<file path="src/rtl/core/ufbs_pkg.sv">
package ufbs_pkg;

  localparam int CLK_W  = 27;
  localparam int BAUD_W = 24;
  localparam int DL_W   = 16;
  localparam int FD_W   = 4;
  localparam int WORD_W = 32;
  // divisors stay below 2^29 for every candidate
  localparam int DEN_W  = 29;
  localparam int SUM_W  = 5;
  localparam int CNT_W  = 5;

  localparam logic [CLK_W-1:0] CLK_RESET = 27'd100000000;
  localparam logic [FD_W-1:0]  MUL_LAST  = 4'd15;
  localparam logic [FD_W-1:0]  DADD_LAST = 4'd14;

endpackage

</file>
<file path="src/rtl/core/uart_fractional_baud_search_unit.sv">
// uart fractional baud divider search
//
// configuration: the peripheral clock in hertz is written through the
// cfg_valid / cfg_ready / cfg_data channel, only while the unit is idle.
// cfg_ready is high whenever busy is low. reset loads 100 MHz.
//
// operation: an item (baud_rate) is taken at a clock edge with start high
// and busy low. busy stays high until the result has been shown. the result
// (divisor_latch, mul_val, div_add_val) is on the outputs for exactly one
// cycle with result_valid high; the receiver cannot stall it.
//
// search: one restoring divider, one quotient bit per cycle, does all the
// work. an exact clock / (16 * baud) needs only the first division. otherwise
// each of the 120 multiplier / divide-add pairs needs two divisions, each
// followed by a bookkeeping state. a zero baud rate skips the divider and
// goes straight to the result. one item is in flight at a time.
//
// reset: synchronous, active high; returns to idle and restores the clock.
module uart_fractional_baud_search_unit (
  input  logic                            clk,
  input  logic                            rst,
  input  logic                            start,
  output logic                            busy,
  input  logic [ufbs_pkg::BAUD_W-1:0]     baud_rate,
  output logic                            result_valid,
  output logic [ufbs_pkg::DL_W-1:0]       divisor_latch,
  output logic [ufbs_pkg::FD_W-1:0]       mul_val,
  output logic [ufbs_pkg::FD_W-1:0]       div_add_val,
  input  logic                            cfg_valid,
  output logic                            cfg_ready,
  input  logic [ufbs_pkg::CLK_W-1:0]      cfg_data
);

  localparam logic [2:0] ST_IDLE      = 3'd0;
  localparam logic [2:0] ST_DIVIDE    = 3'd1;
  localparam logic [2:0] ST_POST_INIT = 3'd2;
  localparam logic [2:0] ST_POST_LAT  = 3'd3;
  localparam logic [2:0] ST_POST_RATE = 3'd4;
  localparam logic [2:0] ST_DONE      = 3'd5;

  localparam int W  = ufbs_pkg::WORD_W;
  localparam int DW = ufbs_pkg::DEN_W;

  logic [2:0]                    state, state_next;
  logic [2:0]                    ret_state, ret_state_next;
  logic [ufbs_pkg::CLK_W-1:0]    clk_reg;
  logic [ufbs_pkg::BAUD_W-1:0]   baud_reg;
  logic [ufbs_pkg::FD_W-1:0]     mv, mv_next;
  logic [ufbs_pkg::FD_W-1:0]     dav, dav_next;
  logic                          lat_sel, lat_sel_next;
  logic [ufbs_pkg::DL_W-1:0]     dlv, dlv_next;
  logic [ufbs_pkg::DL_W-1:0]     best_dl, best_dl_next;
  logic [ufbs_pkg::FD_W-1:0]     best_mul, best_mul_next;
  logic [ufbs_pkg::FD_W-1:0]     best_dav, best_dav_next;
  logic [ufbs_pkg::BAUD_W-1:0]   least_err, least_err_next;

  // shared restoring divider
  logic [W-1:0]                  rem, quo;
  logic [DW-1:0]                 dvs;
  logic [ufbs_pkg::CNT_W-1:0]    cnt;
  logic [W:0]                    rem_sh;
  logic                          rem_ge;
  logic                          div_load;
  logic [W-1:0]                  div_num;
  logic [DW-1:0]                 div_den;

  // candidate arithmetic
  logic                          accept;
  logic [ufbs_pkg::FD_W-1:0]     cand_mv, cand_dav;
  logic [ufbs_pkg::SUM_W-1:0]    cand_sum, cur_sum;
  logic [W-1:0]                  lat_prod, lat_p2;
  logic [W-1:0]                  lat_num;
  logic [DW-1:0]                 lat_den;
  logic [W-1:0]                  q_shift, q_round;
  logic [ufbs_pkg::DL_W-1:0]     dl_forced;
  logic [W-1:0]                  rate_num;
  logic [DW-1:0]                 rate_den;
  logic [W-1:0]                  rate, err;
  logic                          last_pair;

  assign accept    = start && (state == ST_IDLE);
  assign busy      = (state != ST_IDLE);
  assign cfg_ready = (state == ST_IDLE);

  assign result_valid  = (state == ST_DONE);
  assign divisor_latch = best_dl;
  assign mul_val       = best_mul;
  assign div_add_val   = best_dav;

  // one quotient bit per cycle
  assign rem_sh = {rem, quo[W-1]};
  assign rem_ge = (rem_sh >= {{(W+1-DW){1'b0}}, dvs});

  // pair to be tried next: after the current one, or the first one
  assign last_pair = (mv == ufbs_pkg::MUL_LAST) && (dav == ufbs_pkg::DADD_LAST);
  always_comb begin
    if (state == ST_POST_INIT) begin
      cand_mv  = 4'd1;
      cand_dav = 4'd0;
    end else if (dav == mv - 4'd1) begin
      cand_mv  = mv + 4'd1;
      cand_dav = 4'd0;
    end else begin
      cand_mv  = mv;
      cand_dav = dav + 4'd1;
    end
  end

  // latch division operands: keep the widest dividend that fits 32 bits
  assign cand_sum = {1'b0, cand_mv} + {1'b0, cand_dav};
  assign lat_prod = W'(cand_mv) * W'(clk_reg);
  assign lat_p2   = {lat_prod[W-2:0], 1'b0};
  assign lat_num  = lat_p2[W-1] ? lat_p2 : {lat_p2[W-2:0], 1'b0};
  assign lat_den  = DW'(baud_reg) * DW'(cand_sum);

  // rounded latch from the quotient, then the lower bounds
  assign q_shift = lat_sel ? (quo >> 4) : (quo >> 5);
  assign q_round = (q_shift + W'(1)) >> 1;
  always_comb begin
    dl_forced = q_round[ufbs_pkg::DL_W-1:0];
    if (dl_forced == '0) begin
      dl_forced = 16'd1;
    end
    if ((dav != '0) && (dl_forced < 16'd2)) begin
      dl_forced = 16'd2;
    end
  end

  // achieved rate division operands
  assign cur_sum  = {1'b0, mv} + {1'b0, dav};
  assign rate_num = W'(mv) * W'(clk_reg);
  assign rate_den = (DW'(dl_forced) * DW'(cur_sum)) << 3;

  assign rate = (quo + W'(1)) >> 1;
  assign err  = (rate >= W'(baud_reg)) ? (rate - W'(baud_reg)) : (W'(baud_reg) - rate);

  always_comb begin
    state_next     = state;
    ret_state_next = ret_state;
    mv_next        = mv;
    dav_next       = dav;
    lat_sel_next   = lat_sel;
    dlv_next       = dlv;
    best_dl_next   = best_dl;
    best_mul_next  = best_mul;
    best_dav_next  = best_dav;
    least_err_next = least_err;
    div_load       = 1'b0;
    div_num        = lat_num;
    div_den        = lat_den;
    case (state)
      ST_IDLE: begin
        if (accept) begin
          if (baud_rate == '0) begin
            // slowest setting
            best_dl_next  = '1;
            best_mul_next = 4'd1;
            best_dav_next = 4'd0;
            state_next    = ST_DONE;
          end else begin
            div_load       = 1'b1;
            div_num        = W'(clk_reg);
            div_den        = DW'({baud_rate, 4'b0000});
            ret_state_next = ST_POST_INIT;
            state_next     = ST_DIVIDE;
          end
        end
      end
      ST_DIVIDE: begin
        if (cnt == '1) begin
          state_next = ret_state;
        end
      end
      ST_POST_INIT: begin
        best_dl_next   = quo[ufbs_pkg::DL_W-1:0];
        best_mul_next  = 4'd1;
        best_dav_next  = 4'd0;
        least_err_next = baud_reg;
        if (rem != '0) begin
          // inexact: start the pair search
          mv_next        = cand_mv;
          dav_next       = cand_dav;
          lat_sel_next   = lat_p2[W-1];
          div_load       = 1'b1;
          ret_state_next = ST_POST_LAT;
          state_next     = ST_DIVIDE;
        end else begin
          state_next = ST_DONE;
        end
      end
      ST_POST_LAT: begin
        dlv_next       = dl_forced;
        div_load       = 1'b1;
        div_num        = rate_num;
        div_den        = rate_den;
        ret_state_next = ST_POST_RATE;
        state_next     = ST_DIVIDE;
      end
      ST_POST_RATE: begin
        if (err < W'(least_err)) begin
          least_err_next = err[ufbs_pkg::BAUD_W-1:0];
          best_dl_next   = dlv;
          best_mul_next  = mv;
          best_dav_next  = dav;
        end
        if (last_pair) begin
          state_next = ST_DONE;
        end else begin
          mv_next        = cand_mv;
          dav_next       = cand_dav;
          lat_sel_next   = lat_p2[W-1];
          div_load       = 1'b1;
          ret_state_next = ST_POST_LAT;
          state_next     = ST_DIVIDE;
        end
      end
      ST_DONE: begin
        state_next = ST_IDLE;
      end
      default: begin
        state_next = ST_IDLE;
      end
    endcase
  end

  always_ff @(posedge clk) begin
    if (rst) begin
      state     <= ST_IDLE;
      ret_state <= ST_IDLE;
      clk_reg   <= ufbs_pkg::CLK_RESET;
    end else begin
      state     <= state_next;
      ret_state <= ret_state_next;
      if (cfg_valid && cfg_ready) begin
        clk_reg <= cfg_data;
      end
    end
  end

  always_ff @(posedge clk) begin
    if (accept) begin
      baud_reg <= baud_rate;
    end
    mv        <= mv_next;
    dav       <= dav_next;
    lat_sel   <= lat_sel_next;
    dlv       <= dlv_next;
    best_dl   <= best_dl_next;
    best_mul  <= best_mul_next;
    best_dav  <= best_dav_next;
    least_err <= least_err_next;
    if (div_load) begin
      rem <= '0;
      quo <= div_num;
      dvs <= div_den;
      cnt <= '0;
    end else if (state == ST_DIVIDE) begin
      if (rem_ge) begin
        rem <= W'(rem_sh - {{(W+1-DW){1'b0}}, dvs});
        quo <= {quo[W-2:0], 1'b1};
      end else begin
        rem <= rem_sh[W-1:0];
        quo <= {quo[W-2:0], 1'b0};
      end
      cnt <= cnt + 1'b1;
    end
  end

endmodule

</file>
<file path="config.mk">
export PLATFORM = sky130hd
export DESIGN_NAME = uart_fractional_baud_search_unit
export DESIGN_NICKNAME = d
export VERILOG_FILES = /design/src/rtl/core/ufbs_pkg.sv /design/src/rtl/core/uart_fractional_baud_search_unit.sv
export SDC_FILE = /design/constraint.sdc
export NUM_CORES = 2
export LEC_CHECK = 0
export BUFFER_PORTS_ARGS = -buffer_cell sky130_fd_sc_hd__buf_2
export CAP_MARGIN = 5
export CORE_AREA = 2 2 219 274
export CTS_CLUSTER_SIZE = 30
export DETAILED_ROUTE_END_ITERATION = 10
export DIE_AREA = 0 0 221 276
export PLACE_DENSITY = 0.66
export SYNTH_ARGS = -nofsm -noshare
export SYNTH_HDL_FRONTEND = slang
export SYNTH_SLANG_ARGS = --single-unit
</file>
<file path="constraint.sdc">
create_clock -name clk -period 7.19 [get_ports clk]
set_input_delay 0.719 -clock clk [delete_from_list [all_inputs] [get_ports clk]]
set_output_delay 0.719 -clock clk [all_outputs]
set_load 0.01 [all_outputs]
</file>
==> results.toml <==
[clock_network]
cts_root_buf = "clkbuf_16"
clkLatencyLatePin_ps = 640
cts_max_path_buffers = 3
tritoncts = "built"
numClockSinks = 228
postCtsHoldBufs = 0
total_cts_buffers = 30
clk_pin_slew_ps = 60
htree_levels = 1

[yosys]
fraction_of_registers_with_async_set_reset_pct = 0
synth-edff-count = 158
ys_seq_area_share_pct = 21.27
ys_dominant_reg_cell = "edfxtp_1"
ys_top_cells_by_area = "edfxtp_1, fa_1, ha_1, nand2_1, inv_1"
yosysWarnings = 0
synth-seq-cells = 228
ys_types = 97
synthesized_netlist_cell_count = 3491
post_synth_instance_area_mm2 = 0.02889
yosys.area.top_type_share_pct = 16.42
synth_nets = 4012
synth_largest_area_cell = "edfxtp_1"
syn_avg_cell_area_um2 = 8.276

[cells_and_area]
final_nets = 4129
final_util_pct = 55.34
synthToLayoutAreaGrowth_pct = 11.76
final_common_cell = "nand2_1"
final_cell_mix = "nand2_1, inv_1, ha_1, nor2_1, a21oi_1"
finish.cell_count_without_fillers = 4389
num_antenna_cells = 0
largest_registers = "quo (32), rem (32), dvs (29)"
drive_above_1_share_pct = 11.45

[timing]
worst_pin_slew_ps = 1086
fmax_ghz = 0.1441
final.period_utilization_pct = 96.53
fin_ws_ps = 249.7
final-hold-violation-count = 0
final_max_slew_viol_count = 0
finalClockSkew_ps = 49.04
setup_viol = 0
fin_crit_ps = 6940
post_route_hold_slack_ps = 301.0
worst_slew_margin_rel_pct = 27.41

[placement]
detailedPlace.worstSlack_ps = 26.27
placedCellCount = 4327
dp_hpwl_um = 72130
place.port_buffers = 81
finalWeightedCongestion = 1.000

[grt]
grtUsageTotal_pct = 29.17
grt_pass1_wl_um = 141400
antenna_found_initial = 1
globalRoute.totalOverflow = 0
grt_max_degree = 60
first_global_vias = 25750

[floorplan]
start_util_pct = 49.52
core_region_area_mm2 = 0.05834
rows = 99
die_h_um = 276
pin_count = 82
die-width_um = 221
total_die_area_mm2 = 0.06100

[critical_path]
timing.critical_path.slowest_stage_cell = "fa_1"
timing.critical_path.required_ps = 7560
path_class = "reg2reg"
slowest_delay_ps = 560
startpoint_type = "flop"
worstPathMaxFanout = 16
worstSetupEndpointType = "flop"
worst-r2r-setup-slack_ps = 250
worst_ep_arrival_time_ps = 7310

[status]
status = "finished, final reports clean"

[power_and_ir_drop]
max-vdd-ir-drop_mv = 0.2088
p_total_mw = 7.378
total_leakage_power_nw = 15.05
cellPowerDensity_mw_per_mm2 = 228.5

[detailed_routing]
drt-vias-per-instance = 5.815
drc = 0
drt_wl_total_um = 90350
detailedRoute.firstIterationViolations = 1597
total_vias_in_the_final_route = 25520
final_antenna_net_count = 0
dr.pass1.iters = 6
wire_per_inst_um = 20.58

[flow_run]
max_cap_violations = 0

[worst_hold_path]
min-delay-path-class = "in2reg"
==> path summary, 6_finish.rpt <==
path | start | to | cells past startpoint
worst max-delay path | mv[0] | dvs[28] | 30
worst min-delay path | cfg_data[15] | clk_reg[15] | 3
worst max register to register | mv[0] | dvs[28] | 30
worst min register to register | ret_state[1] | state[1] | 2
==> metrics by stage <==
step	setup TNS, ps	area, µm²
after floorplan	0	28910
after global placement	0	30960
after detailed placement	0	30960
after CTS	0	32090
after global routing	-612.3	32290
final	0	32290
==> area by class of cell <==
type,count,area (µm²)
fillers,5459,26050
clock buffers,32,768.2
well taps,757,947.2
flip-flops and latches,228,6146
multi-input cells,2683,20720
clock inverters,24,351.6
inverters,401,1505
repair buffers,264,1846
==> synthesized netlist by cell type, drive strengths merged, types with 15 or more instances <==
library cell,number
fa,213
o21a,36
xor2,72
clkbuf,131
o21ai,187
nand3,55
a21o,70
a211oi,20
nor2,228
dfxtp,70
a221oi,20
nand2b,36
o21bai,15
inv,400
o31ai,15
nand4,41
xnor2,116
a22oi,33
a21oi,222
nor2b,54
nand2,492
buf,48
nor4,25
ha,253
mux2i,64
edfxtp,158
nand3b,18
mux2,21
and2,95
and3,26
a31oi,31
nor3,54
==> critical path: cells and delay by family (launching register included) <==
kind / cells / cell delay, ps
buffers and inverters: 5 / 540
and+or+nand+nor: 8 / 1090
DFF: 1 / 430
adders and majority gates: 7 / 2710
xor gates and xnor gates: 3 / 570
AOI/OAI and AO/OA: 7 / 1310
==> per-layer routing <==
| metal | global-route usage (%) | vias up | part of all wire [%] |
|---|---|---|---|
| met3 | 2.689 | 246 | 4.1 |
| met4 | 17.52 | 0 | 6.7 |
| met1 | 33.49 | 12410 | 39 |
| met5 | 0 | - | 0 |
| met2 | 52.44 | 729 | 50 |
| li1 | - | 12140 | - |
==> cells by family (layout without fill, tap and decap cells) <==
| family | count (synthesis) | count (layout) | share of synthesized area, % |
|---|---|---|---|
| fa+ha+maj | 466 | 466 | 25.72 |
| flops | 228 | 228 | 21.27 |
| xor+xnor | 188 | 188 | 5.725 |
| mux | 85 | 85 | 3.062 |
| simple gates | 1174 | 1174 | 19.38 |
| compound gates | 770 | 770 | 17.02 |
| buf+inv | 580 | 721 | 7.826 |
==> timing repair <==
item | in CTS | in global routing
pin swaps | 0 | 6
gates resized for setup | 1 | 35
buffers inserted | 0 | 6
setup endpoints to repair | 1 | 80
==> where the power goes <==
part / internal, mW / total [mW] / switching, mW / leakage (nW)
logic: 1.64 / 3.89 / 2.26 / 12.5
clock network: 1.03 / 1.73 / 0.693 / 0.522
registers: 1.57 / 1.76 / 0.190 / 2.07
total: 4.24 / 7.38 / 3.14 / 15.1
No activity file was read; power rests on OpenSTA's default activity.
